$ cat src/sv/qmm_pkg.sv
package qmm_pkg;

   // field widths
   localparam int unsigned CMD_W    = 2;
   localparam int unsigned THR_W    = 11;
   localparam int unsigned DRIVE_W  = 16;
   localparam int unsigned DUTY_W   = 10;
   localparam int unsigned CSR_IDX_W  = 3;
   localparam int unsigned CSR_DATA_W = 11;

   // arm command codes
   localparam logic [CMD_W-1:0] CMD_LOCK      = 2'd0;
   localparam logic [CMD_W-1:0] CMD_UNLOCK    = 2'd1;
   localparam logic [CMD_W-1:0] CMD_EMERGENCY = 2'd2;

   // register indexes
   localparam logic [CSR_IDX_W-1:0] CSR_START_THROTTLE  = 3'd0;
   localparam logic [CSR_IDX_W-1:0] CSR_CUTOFF_THROTTLE = 3'd1;
   localparam logic [CSR_IDX_W-1:0] CSR_THROTTLE_OFFSET = 3'd2;
   localparam logic [CSR_IDX_W-1:0] CSR_BASE_CEILING    = 3'd3;
   localparam logic [CSR_IDX_W-1:0] CSR_OUTPUT_CEILING  = 3'd4;

   // register reset values
   localparam logic [THR_W-1:0]  START_THROTTLE_RST  = 11'd1100;
   localparam logic [THR_W-1:0]  CUTOFF_THROTTLE_RST = 11'd1020;
   localparam logic [THR_W-1:0]  THROTTLE_OFFSET_RST = 11'd1000;
   localparam logic [DUTY_W-1:0] BASE_CEILING_RST    = 10'd900;
   localparam logic [DUTY_W-1:0] OUTPUT_CEILING_RST  = 10'd1000;

   // arming modes
   typedef enum logic [1:0] {
      MODE_LOCKED  = 2'd0,
      MODE_WAITING = 2'd1,
      MODE_RUNNING = 2'd2,
      MODE_EXITING = 2'd3
   } mode_type;

   // control from the mode machine to the mixer
   typedef struct packed {
      logic     drive_en;
      mode_type mode_after;
   } ctrl_type;

endpackage

$ cat src/sv/qmm_mode.sv
module qmm_mode (
   input  logic                          clock,
   input  logic                          reset,
   input  logic                          advance,
   input  logic [qmm_pkg::CMD_W-1:0]     arm_command,
   input  logic [qmm_pkg::THR_W-1:0]     throttle,
   input  logic [qmm_pkg::THR_W-1:0]     start_throttle,
   output qmm_pkg::ctrl_type             ctrl
);
   import qmm_pkg::*;

   mode_type mode_ff;
   mode_type mode_in;
   mode_type mode_eff;
   logic     thr_above_start;

   // emergency overrides the held mode for this request
   assign mode_eff        = (arm_command == CMD_EMERGENCY) ? MODE_EXITING : mode_ff;
   assign thr_above_start = (throttle > start_throttle);

   // next mode
   always_comb begin
      mode_in = mode_eff;
      unique case (mode_eff)
         MODE_LOCKED: begin
            // locked falls through to the throttle check in the same tick
            if (arm_command != CMD_LOCK) mode_in = MODE_WAITING;
            if (thr_above_start) mode_in = MODE_RUNNING;
         end
         MODE_WAITING: begin
            if (thr_above_start) mode_in = MODE_RUNNING;
         end
         MODE_RUNNING: mode_in = MODE_RUNNING;
         MODE_EXITING: mode_in = MODE_LOCKED;
         default:      mode_in = MODE_LOCKED;
      endcase
   end

   // outputs
   always_comb begin
      ctrl.drive_en   = (mode_eff == MODE_RUNNING);
      ctrl.mode_after = mode_in;
   end

   // mode register, moves once per request
   always_ff @(posedge clock) begin
      if (reset) begin
         mode_ff <= MODE_LOCKED;
      end else if (advance) begin
         mode_ff <= mode_in;
      end
   end

endmodule

$ cat src/sv/qmm_mix.sv
module qmm_mix (
   input  qmm_pkg::ctrl_type                   ctrl,
   input  logic [qmm_pkg::THR_W-1:0]           throttle,
   input  logic signed [qmm_pkg::DRIVE_W-1:0]  height_drive,
   input  logic signed [qmm_pkg::DRIVE_W-1:0]  roll_drive,
   input  logic signed [qmm_pkg::DRIVE_W-1:0]  pitch_drive,
   input  logic signed [qmm_pkg::DRIVE_W-1:0]  yaw_drive,
   input  logic [qmm_pkg::THR_W-1:0]           cutoff_throttle,
   input  logic [qmm_pkg::THR_W-1:0]           throttle_offset,
   input  logic [qmm_pkg::DUTY_W-1:0]          base_ceiling,
   input  logic [qmm_pkg::DUTY_W-1:0]          output_ceiling,
   output logic [qmm_pkg::DUTY_W-1:0]          duty_one,
   output logic [qmm_pkg::DUTY_W-1:0]          duty_two,
   output logic [qmm_pkg::DUTY_W-1:0]          duty_three,
   output logic [qmm_pkg::DUTY_W-1:0]          duty_four
);
   import qmm_pkg::*;

   localparam int unsigned BASE_W = DRIVE_W + 2;   // throttle diff plus height
   localparam int unsigned MIX_W  = DRIVE_W + 3;   // base plus three drives

   logic signed [BASE_W-1:0] base_sum;
   logic [DUTY_W-1:0]        base;
   logic signed [MIX_W-1:0]  base_x, roll_x, pitch_x, yaw_x;
   logic signed [MIX_W-1:0]  mix_one, mix_two, mix_three, mix_four;
   logic                     active;

   function automatic logic [DUTY_W-1:0] clamp_mix(input logic signed [MIX_W-1:0] v,
                                                   input logic [DUTY_W-1:0] hi);
      logic signed [MIX_W-1:0] hi_x;
      hi_x = $signed({{(MIX_W-DUTY_W){1'b0}}, hi});
      if (v < 0)         clamp_mix = '0;
      else if (v > hi_x) clamp_mix = hi;
      else               clamp_mix = v[DUTY_W-1:0];
   endfunction

   // base drive, clamped to 0..base_ceiling
   always_comb begin
      base_sum = $signed({{(BASE_W-THR_W){1'b0}}, throttle})
               - $signed({{(BASE_W-THR_W){1'b0}}, throttle_offset})
               + BASE_W'(height_drive);
      if (base_sum < 0)
         base = '0;
      else if (base_sum > $signed({{(BASE_W-DUTY_W){1'b0}}, base_ceiling}))
         base = base_ceiling;
      else
         base = base_sum[DUTY_W-1:0];
   end

   // X-frame mix
   always_comb begin
      base_x    = $signed({{(MIX_W-DUTY_W){1'b0}}, base});
      roll_x    = MIX_W'(roll_drive);
      pitch_x   = MIX_W'(pitch_drive);
      yaw_x     = MIX_W'(yaw_drive);
      mix_one   = base_x + roll_x - pitch_x - yaw_x;
      mix_two   = base_x + roll_x + pitch_x + yaw_x;
      mix_three = base_x - roll_x + pitch_x - yaw_x;
      mix_four  = base_x - roll_x - pitch_x + yaw_x;
   end

   // zero unless running and at or above cutoff
   assign active = ctrl.drive_en && (throttle >= cutoff_throttle);

   always_comb begin
      if (active) begin
         duty_one   = clamp_mix(mix_one, output_ceiling);
         duty_two   = clamp_mix(mix_two, output_ceiling);
         duty_three = clamp_mix(mix_three, output_ceiling);
         duty_four  = clamp_mix(mix_four, output_ceiling);
      end else begin
         duty_one   = '0;
         duty_two   = '0;
         duty_three = '0;
         duty_four  = '0;
      end
   end

endmodule

$ cat src/sv/quad_motor_mixer_with_arming.sv
// A request passes the input register, then the result register, where rsp_stall can hold it;
// an empty input register still takes a request while a result waits.
// Throughput: one request per cycle unless rsp_stall holds a waiting result.
// The arming mode register advances as each request moves to the result register.
// Reset (synchronous, active high): mode locked, both stages empty, registers at defaults.
module quad_motor_mixer_with_arming (
   input  logic                                clock,
   input  logic                                reset,
   input  logic                                req_valid,
   output logic                                req_stall,
   input  logic [qmm_pkg::CMD_W-1:0]           req_arm_command,
   input  logic [qmm_pkg::THR_W-1:0]           req_throttle,
   input  logic signed [qmm_pkg::DRIVE_W-1:0]  req_height_drive,
   input  logic signed [qmm_pkg::DRIVE_W-1:0]  req_roll_drive,
   input  logic signed [qmm_pkg::DRIVE_W-1:0]  req_pitch_drive,
   input  logic signed [qmm_pkg::DRIVE_W-1:0]  req_yaw_drive,
   output logic                                rsp_valid,
   input  logic                                rsp_stall,
   output logic [qmm_pkg::DUTY_W-1:0]          rsp_duty_one,
   output logic [qmm_pkg::DUTY_W-1:0]          rsp_duty_two,
   output logic [qmm_pkg::DUTY_W-1:0]          rsp_duty_three,
   output logic [qmm_pkg::DUTY_W-1:0]          rsp_duty_four,
   output logic [1:0]                          rsp_run_mode,
   input  logic                                csr_write,
   input  logic [qmm_pkg::CSR_IDX_W-1:0]       csr_index,
   input  logic [qmm_pkg::CSR_DATA_W-1:0]      csr_data
);
   import qmm_pkg::*;

   // configuration registers
   logic [THR_W-1:0]  start_throttle_ff;
   logic [THR_W-1:0]  cutoff_throttle_ff;
   logic [THR_W-1:0]  throttle_offset_ff;
   logic [DUTY_W-1:0] base_ceiling_ff;
   logic [DUTY_W-1:0] output_ceiling_ff;

   // input stage
   logic                       in_valid_ff;
   logic [CMD_W-1:0]           arm_command_ff;
   logic [THR_W-1:0]           throttle_ff;
   logic signed [DRIVE_W-1:0]  height_drive_ff;
   logic signed [DRIVE_W-1:0]  roll_drive_ff;
   logic signed [DRIVE_W-1:0]  pitch_drive_ff;
   logic signed [DRIVE_W-1:0]  yaw_drive_ff;

   // result stage
   logic              out_valid_ff;
   logic [DUTY_W-1:0] duty_one_ff, duty_two_ff, duty_three_ff, duty_four_ff;
   mode_type          run_mode_ff;

   logic              req_take;
   logic              advance;
   ctrl_type          ctrl;
   logic [DUTY_W-1:0] duty_one_in, duty_two_in, duty_three_in, duty_four_in;

   // handshake: result stage frees when empty or taken
   assign advance   = in_valid_ff && (!out_valid_ff || !rsp_stall);
   assign req_stall = in_valid_ff && !advance;
   assign req_take  = req_valid && !req_stall;

   // configuration writes
   always_ff @(posedge clock) begin
      if (reset) begin
         start_throttle_ff  <= START_THROTTLE_RST;
         cutoff_throttle_ff <= CUTOFF_THROTTLE_RST;
         throttle_offset_ff <= THROTTLE_OFFSET_RST;
         base_ceiling_ff    <= BASE_CEILING_RST;
         output_ceiling_ff  <= OUTPUT_CEILING_RST;
      end else if (csr_write) begin
         unique case (csr_index)
            CSR_START_THROTTLE:  start_throttle_ff  <= csr_data[THR_W-1:0];
            CSR_CUTOFF_THROTTLE: cutoff_throttle_ff <= csr_data[THR_W-1:0];
            CSR_THROTTLE_OFFSET: throttle_offset_ff <= csr_data[THR_W-1:0];
            CSR_BASE_CEILING:    base_ceiling_ff    <= csr_data[DUTY_W-1:0];
            CSR_OUTPUT_CEILING:  output_ceiling_ff  <= csr_data[DUTY_W-1:0];
            default: ;
         endcase
      end
   end

   // input register
   always_ff @(posedge clock) begin
      if (reset) begin
         in_valid_ff <= 1'b0;
      end else if (req_take) begin
         in_valid_ff <= 1'b1;
      end else if (advance) begin
         in_valid_ff <= 1'b0;
      end
   end

   always_ff @(posedge clock) begin
      if (req_take) begin
         arm_command_ff  <= req_arm_command;
         throttle_ff     <= req_throttle;
         height_drive_ff <= req_height_drive;
         roll_drive_ff   <= req_roll_drive;
         pitch_drive_ff  <= req_pitch_drive;
         yaw_drive_ff    <= req_yaw_drive;
      end
   end

   // arming mode machine
   qmm_mode u_mode (
      .clock          (clock),
      .reset          (reset),
      .advance        (advance),
      .arm_command    (arm_command_ff),
      .throttle       (throttle_ff),
      .start_throttle (start_throttle_ff),
      .ctrl           (ctrl)
   );

   // mixer datapath
   qmm_mix u_mix (
      .ctrl            (ctrl),
      .throttle        (throttle_ff),
      .height_drive    (height_drive_ff),
      .roll_drive      (roll_drive_ff),
      .pitch_drive     (pitch_drive_ff),
      .yaw_drive       (yaw_drive_ff),
      .cutoff_throttle (cutoff_throttle_ff),
      .throttle_offset (throttle_offset_ff),
      .base_ceiling    (base_ceiling_ff),
      .output_ceiling  (output_ceiling_ff),
      .duty_one        (duty_one_in),
      .duty_two        (duty_two_in),
      .duty_three      (duty_three_in),
      .duty_four       (duty_four_in)
   );

   // result register
   always_ff @(posedge clock) begin
      if (reset) begin
         out_valid_ff <= 1'b0;
      end else if (advance) begin
         out_valid_ff <= 1'b1;
      end else if (!rsp_stall) begin
         out_valid_ff <= 1'b0;
      end
   end

   always_ff @(posedge clock) begin
      if (advance) begin
         duty_one_ff   <= duty_one_in;
         duty_two_ff   <= duty_two_in;
         duty_three_ff <= duty_three_in;
         duty_four_ff  <= duty_four_in;
         run_mode_ff   <= ctrl.mode_after;
      end
   end

   assign rsp_valid      = out_valid_ff;
   assign rsp_duty_one   = duty_one_ff;
   assign rsp_duty_two   = duty_two_ff;
   assign rsp_duty_three = duty_three_ff;
   assign rsp_duty_four  = duty_four_ff;
   assign rsp_run_mode   = run_mode_ff;

   // exiting mode never survives a request
   a_no_exit_report: assert property (@(posedge clock) disable iff (reset)
      out_valid_ff |-> (run_mode_ff != MODE_EXITING))
      else $error("exiting mode reported in result");

   // motors are idle in every mode except running
   a_idle_zero: assert property (@(posedge clock) disable iff (reset)
      (out_valid_ff && (run_mode_ff != MODE_RUNNING)) |->
      (duty_one_ff == '0 && duty_two_ff == '0 && duty_three_ff == '0 && duty_four_ff == '0))
      else $error("nonzero duty outside running mode");

   // a request moved forward shows up as a result next cycle
   a_advance_result: assert property (@(posedge clock) disable iff (reset)
      advance |=> out_valid_ff)
      else $error("advanced request lost");

   // stall only when the input register holds a blocked request
   a_stall_cause: assert property (@(posedge clock) disable iff (reset)
      req_stall |-> (in_valid_ff && out_valid_ff && rsp_stall))
      else $error("spurious request stall");

endmodule
$ cat config.mk
export PLATFORM = sky130hd
export DESIGN_NAME = quad_motor_mixer_with_arming
export DESIGN_NICKNAME = d
export VERILOG_FILES = /design/src/sv/qmm_pkg.sv /design/src/sv/qmm_mode.sv /design/src/sv/qmm_mix.sv /design/src/sv/quad_motor_mixer_with_arming.sv
export SDC_FILE = /design/constraint.sdc
export NUM_CORES = 1
export LEC_CHECK = 0
export BUFFER_PORTS_ARGS = -buffer_cell sky130_fd_sc_hd__buf_2
export CORE_MARGIN = 2
export CORE_UTILIZATION = 56
export DETAILED_ROUTE_END_ITERATION = 8
export GPL_TIMING_DRIVEN = 0
export HOLD_SLACK_MARGIN = 0.1
export PLACE_DENSITY_LB_ADDON = 0.1
export SLEW_MARGIN = 30
export SYNTH_ARGS = -nofsm -noshare
export SYNTH_HDL_FRONTEND = slang
export SYNTH_SLANG_ARGS = --single-unit
$ cat constraint.sdc
create_clock -name clock -period 12.1 [get_ports clock]
set_clock_uncertainty 0.1 [all_clocks]
set_input_delay 2.42 -clock clock [delete_from_list [all_inputs] [get_ports clock]]
set_output_delay 2.42 -clock clock [all_outputs]
set_load 0.05 [all_outputs]
==> results.md, run 1 <==
* Slew HR at 41.7%
* Ports at 140
* Vias in the first global route at 13,800
* Placeable Area at 28,900 sq um
* Synth cell count leaders: 254 x ha_1, 195 x inv_1, 150 x nand2_1
* Post-Syn Area at 16,600 sq um
* Worst slew pin tran at 0.850 ns
* Critical Path AT at 11.78 ns
* Worst-path clk slew at 0.08 ns
* Ys flop type: edfxtp_1
* Reg2Reg Depth at 54
* Worst r2r src: throttle_ff[1]$_DFFE_PP_
* Initial antenna violation count at 0
* CP startpoint: throttle_ff[1]$_DFFE_PP_
* Final hold viol count at 0
* Setup TNS at 0 ns
* Final WL at 43,500 um
* Endpoint class of the critical path: flip-flop
* Clock buffer count from CTS at 17
* Cell Rows at 62
* Dpl hpwl at 35,300 um
* Fillers at 2,480
* DIE AREA at 30,900 sq um
* Synth async-reset ratio at 0%
* Final worst path period share at 96.4%
* Synth top area cells: edfxtp_1 22%, ha_1 19%, dfxtp_1 6.9%, xnor2_1 5.5%, a21oi_1 4.5%
* Port Buf Inserts at 138
* Synth top area share at 21.6%
* First-pass GRT wire length at 68,800 um
* Critical-path top delay cell: edfxtp_1
* Reg-to-reg endpoint: rsp_duty_one[3]$_SDFFCE_PP0P_
* Clk_lat worst skew at 0.47 ns
* Post-route ant nets at 0
* DRT Pass-1 Iters at 5
* CTS H-tree lvls at 4
* Die X at 176 um
* Final Critical Period at 11.67 ns
* Largest net degree at the start of global routing at 35
* Grt total ovfl at 0
* Mapped Cells at 1,862
* Die Ht at 176 um
* Share of post-route cells with drive strength above 1 at 14.7%
* Post-synth EDFFs at 119
* R2R Setup Slk at 0.43 ns
* Max incr delay on CP at 0.51 ns
* Data required, critical path at 12.22 ns
* Num Clock Sinks at 176
* Hold Buf Count CTS at 0
* Sequential fraction of the synthesis area at 28.5%
* Syn_nets at 2,224
* Leakage dissipation at 8.66 nW
* Root buf cell: clkbuf_16
* NumNets Final at 2,403
* Wirelength per Cell at 17.8 um
* Final Util at 65.8%
* Worst path most repeated cell: ha_1
* Final setup fails at 0
* Remaining DRCs at 0
* Critical Path End: rsp_duty_one[3]$_SDFFCE_PP0P_
* CTS tree: yes
* Crit Path Category: flip-flop to flip-flop
* Crit-path max FO at 5
* CTS Buffer Depth at 2
* Startpoint types: flip-flop
* Status: complete, no violations
* Mean area per synthesized cell at 8.89 sq um
* Antenna Cells at 0
* Fin. max-slew vios at 0
* Vias at 14,200
* GRT Util Overall at 28.3%
* Initial core utilization at 57.2%
* VDD IR max at 0.122 mV
* Most common cell in the netlist: ha_1
* Yosys reg bits at 176
* Ys Warns at 0
* Fmax at 85.7 MHz
* Synth unique cells at 87
* Area growth from synthesis to final layout at 15.1%
* Worst min path class: flip-flop to flip-flop
* Max-cap violations at 0
* Iteration-0 DRC Markers at 844
* Min Hold Slack at 0.360 ns
* Via density at 5.81
* Gpl congestion at 0.954
* Cell taking the most area after synthesis: edfxtp_1
* PD cells at 199 nW/um^2
## through the flow
step / area, sq um / worst slack, ns / total power, W / instances
4_1_cts: 18600 / 0.00997 / 0.00365 / 2427
3_3_place_gp: 17700 / -1.99 / 0.00299 / 2384
5_1_grt: 19100 / -0.108 / 0.00407 / 2438
3_5_place_dp: 17900 / -2.35 / 0.00303 / 2390
6_report: 19100 / 0.433 / 0.00379 / 2438
2_1_floorplan: 16600 / 0.513 / 0.00247 / 1862
## power breakdown
group	internal, W	switching, W	leakage, nW
Clock	0.000286	0.000298	0.304
Sequential	0.000671	0.0000225	1.60
Combinational	0.00103	0.00149	6.75
Total	0.00198	0.00181	8.66
## area by class of cell
class                           count  area (sq um)  area share, %
Buffer                             34           166          0.873
Multi-Input combinational cell   1451         11300           59.5
Tap cell                          384           480           2.52
Inverter                          195           732           3.84
Clock buffer                       17           425           2.23
Timing Repair Buffer              166           982           5.15
Sequential cell                   176          4710           24.7
Clock inverter                     15           206           1.08
## sequential cells by signal (all words and copies together), names as in the netlist
signal,count
output_ceiling_ff,10
throttle_offset_ff,11
rsp_valid,1
height_drive_ff,16
rsp_duty_three,10
arm_command_ff,2
rsp_run_mode,2
rsp_duty_one,10
roll_drive_ff,16
cutoff_throttle_ff,11
pitch_drive_ff,16
yaw_drive_ff,16
start_throttle_ff,11
u_mode.mode_ff,2
base_ceiling_ff,10
throttle_ff,11
rsp_duty_four,10
rsp_duty_two,10
in_valid_ff,1
## cell usage in the layout, fill, tap and decap left out, types with 21 or more instances in the layout
cell,n
a21o_1,45
nand4_1,30
nand3_1,26
xor2_1,37
mux2i_1,34
o21ai_0,62
o21bai_1,27
inv_1,192
a21oi_1,140
buf_4,21
buf_2,144
nor2b_1,31
nor2_1,129
edfxtp_1,119
dfxtp_1,57
nor3_1,34
nand2_1,150
clkbuf_1,22
ha_1,248
xnor2_1,98
o21a_1,55
## timing repair
action                     in CTS  in global routing
setup endpoints to repair      40                 40
pin swaps                       8                 26
gates resized for setup        26                 68
buffers inserted                5                 15
gates cloned                    1                  1
## layer usage
| metal | track usage (%) | share of wire, % | vias up |
|---|---|---|---|
| li1 | - | - | 7058 |
| met2 | 49.3 | 49 | 338 |
| met1 | 35.8 | 45 | 6681 |
| met4 | 10.2 | 2.8 | 0 |
| met3 | 3.72 | 3.9 | 79 |
| met5 | 0 | 0 | - |
## worst max-delay path: cells and delay by family, from the launching register on
kind            cells  cell delay (ns)
buf+inv             5             0.62
mux                 3             0.55
flops               1             0.51
xor+xnor            4             0.86
simple gates       12             1.94
fa+ha+maj           8             2.59
compound gates     22             4.19
## cells by family after synthesis
| group | synth area share, % |
|---|---|
| flip-flops | 28.5 |
| buffers and inverters | 5.40 |
| adder cells (fa/ha/maj) | 21.3 |
| AND/OR/NAND/NOR | 14.6 |
| multiplexers | 2.41 |
| AO/OA/AOI/OAI | 20.3 |
| XOR/XNOR | 7.51 |
## worst min-delay path by stage
stage,startpoint,to,slack [ns],cells after the start
final,start_throttle_ff[8]$_SDFFE_PP0P_,start_throttle_ff[8]$_SDFFE_PP0P_,0.36,2
after global routing,throttle_offset_ff[1]$_SDFFE_PP0P_,throttle_offset_ff[1]$_SDFFE_PP0P_,0.38,2
after CTS,start_throttle_ff[8]$_SDFFE_PP0P_,start_throttle_ff[8]$_SDFFE_PP0P_,0.36,2
after detailed placement,start_throttle_ff[8]$_SDFFE_PP0P_,start_throttle_ff[8]$_SDFFE_PP0P_,0.35,2
after global placement,start_throttle_ff[5]$_SDFFE_PP0P_,start_throttle_ff[5]$_SDFFE_PP0P_,0.34,2
after floorplan,start_throttle_ff[1]$_SDFFE_PP0P_,start_throttle_ff[1]$_SDFFE_PP0P_,0.34,2
Power figures use the tool's default switching activity.
==> run 2, diff against run 1 <==
--- a/config.mk
+++ b/config.mk
@@ -9,9 +9,8 @@
 export CORE_MARGIN = 2
 export CORE_UTILIZATION = 56
 export DETAILED_ROUTE_END_ITERATION = 8
-export GPL_TIMING_DRIVEN = 0
 export HOLD_SLACK_MARGIN = 0.1
-export PLACE_DENSITY_LB_ADDON = 0.1
+export PLACE_DENSITY = 0.82
 export SLEW_MARGIN = 30
 export SYNTH_ARGS = -nofsm -noshare
 export SYNTH_HDL_FRONTEND = slang
==> results.md, run 2 (synthesis results as in run 1) <==
* Area growth from synthesis to final layout at 11.0%
* Clk pwr share at 15.7%
* Via density at 5.93
* VDD IR max at 0.123 mV
* Final Util at 63.5%
* Worst-path clk slew at 0.08 ns
* Share of post-route cells with drive strength above 1 at 12.0%
* Initial antenna violation count at 0
* Placeable Area at 28,900 sq um
* Internal at 0.00194 W
* Status: complete, no violations
* Largest net degree at the start of global routing at 78
* Startpoint types: flip-flop
* Critical-path top delay cell: nor4_1
* Met3 Track Usage GR at 5.28%
* Iteration-0 DRC Markers at 1,101
* M2 GR Usage at 45.7%
* CP delay by family, top: compound AO/OA/AOI/OAI gates
* Leading cell types in the layout, fill and taps excluded: 253 x ha_1, 195 x inv_1, 150 x nand2_1
* Fmax at 86.7 MHz
* Ports at 140
* Final Critical Period at 11.54 ns
* Grt total ovfl at 0
* Switching share of power at 47.2%
* Power Total at 0.00368 W
* Clk_lat worst skew at 0.46 ns
* Crit path buf inv count at 4
* NumNets Final at 2,355
* First-pass GRT wire length at 68,400 um
* Most Used Layer, Global Route: met2
* Cell Rows at 62
* Num Clock Sinks at 176
* CTS Buffer Depth at 2
* Placed Instances at 2,356
* CTS H-tree lvls at 4
* Max-cap violations at 0
* Max incr delay on CP at 0.67 ns
* Routing usage on met1 at 36.6%
* Dpl hpwl at 34,900 um
* Gpl congestion at 0.960
* Root buf cell: clkbuf_16
* Data required, critical path at 12.21 ns
* Wirelength per Cell at 18.1 um
* DIE AREA at 30,900 sq um
* Crit-path max FO at 11
* Remaining DRCs at 0
* Commonest non-fill, non-tap cell in the layout: ha_1
* Worst path most repeated cell: a21oi_1
* Worst min path class: flip-flop to flip-flop
* Antenna Cells at 0
* Port Buf Inserts at 139
* Vias at 14,200
* Crit Path Category: flip-flop to flip-flop
* Critical Path End: rsp_duty_three[1]$_SDFFCE_PP0P_
* Initial core utilization at 57.2%
* Die Ht at 176 um
* Final setup fails at 0
* CTS tree: yes
* Comb pwr share at 65.4%
* Reg2Reg Depth at 53
* Vias in the first global route at 13,800
* Slew HR at 35.4%
* Final hold viol count at 0
* Critical Path AT at 11.65 ns
* Non-filler cells, final at 2,390
* CP startpoint: throttle_ff[0]$_DFFE_PP_
* DRT Pass-1 Iters at 5
* Final WL at 43,200 um
* Worst slew pin tran at 0.970 ns
* GRT Util Overall at 28.0%
* Endpoint class of the critical path: flip-flop
* Leakage dissipation at 8.44 nW
* Setup TNS at 0 ns
* Seq pwr share at 19.0%
* Final worst path period share at 95.3%
* Clock buffer count from CTS at 17
* CP Depth at 53
* Hold Buf Count CTS at 0
* Psw at 0.00174 W
* PD cells at 200 nW/um^2
* Post-route ant nets at 0
* Worst r2r src: throttle_ff[0]$_DFFE_PP_
* Fin. max-slew vios at 0
* Reg-to-reg endpoint: rsp_duty_three[1]$_SDFFCE_PP0P_
* R2R Setup Slk at 0.56 ns
* Die X at 176 um
## run 2: final cells by class
class                           instances  area, sq um
Multi-Input combinational cell       1451        11000
Fill cell                            2364        10600
Sequential cell                       176         4710
Timing Repair Buffer                  152          797
Inverter                              195          732
Tap cell                              384          480
Clock buffer                           18          439
Clock inverter                         14          166
## run 2: metal layers
| metal | wire, um | part of all wire [%] |
|---|---|---|
| met3 | 2960 | 6.9 |
| met5 | 0 | 0 |
| met1 | 19100 | 44 |
| met4 | 1610 | 3.7 |
| met2 | 19500 | 45 |
## run 2: metrics by stage
stage	setup slack, ns	hold WS, ns	cell area (sq um)
6_report	0.565	0.362	18400
5_1_grt	-0.104	0.387	18400
4_1_cts	0.109	0.364	18300
3_5_place_dp	0.153	0.354	17700
3_3_place_gp	0.582	0.344	17700
2_1_floorplan	0.513	0.336	16600
## run 2: power groups by stage
stage / logic (W) / registers, W / clock network, W
CTS: 0.00234 / 0.000697 / 0.000579
detailed placement: 0.00232 / 0.000711 / 0
global route: 0.00263 / 0.000700 / 0.000607
global placement: 0.00225 / 0.000710 / 0
finish: 0.00240 / 0.000698 / 0.000576
floorplan: 0.00175 / 0.000725 / 0
## run 2: worst min path at each step
stage / end / slack (ns) / cells past startpoint / startpoint
floorplan: start_throttle_ff[1]$_SDFFE_PP0P_ / 0.34 / 2 / start_throttle_ff[1]$_SDFFE_PP0P_
global placement: start_throttle_ff[9]$_SDFFE_PP0P_ / 0.34 / 2 / start_throttle_ff[9]$_SDFFE_PP0P_
detailed placement: start_throttle_ff[7]$_SDFFE_PP0P_ / 0.35 / 2 / start_throttle_ff[7]$_SDFFE_PP0P_
CTS: start_throttle_ff[7]$_SDFFE_PP0P_ / 0.36 / 2 / start_throttle_ff[7]$_SDFFE_PP0P_
global route: start_throttle_ff[7]$_SDFFE_PP0P_ / 0.39 / 2 / start_throttle_ff[7]$_SDFFE_PP0P_
finish: start_throttle_ff[7]$_SDFFE_PP0P_ / 0.36 / 2 / start_throttle_ff[7]$_SDFFE_PP0P_
## run 2: worst min-delay path, cell delays in order, from the launching register on
cell     delay [ns]
dfxtp_1        0.32
nand2_1        0.05
a21oi_1        0.05
## run 2: what timing repair did
| action | 4_1_cts | 5_1_grt |
|---|---|---|
| gates resized for setup | 0 | 19 |
| endpoints found under the hold margin | 0 | 0 |
| setup buffers | 0 | 2 |
| endpoints found under the setup margin | 0 | 40 |
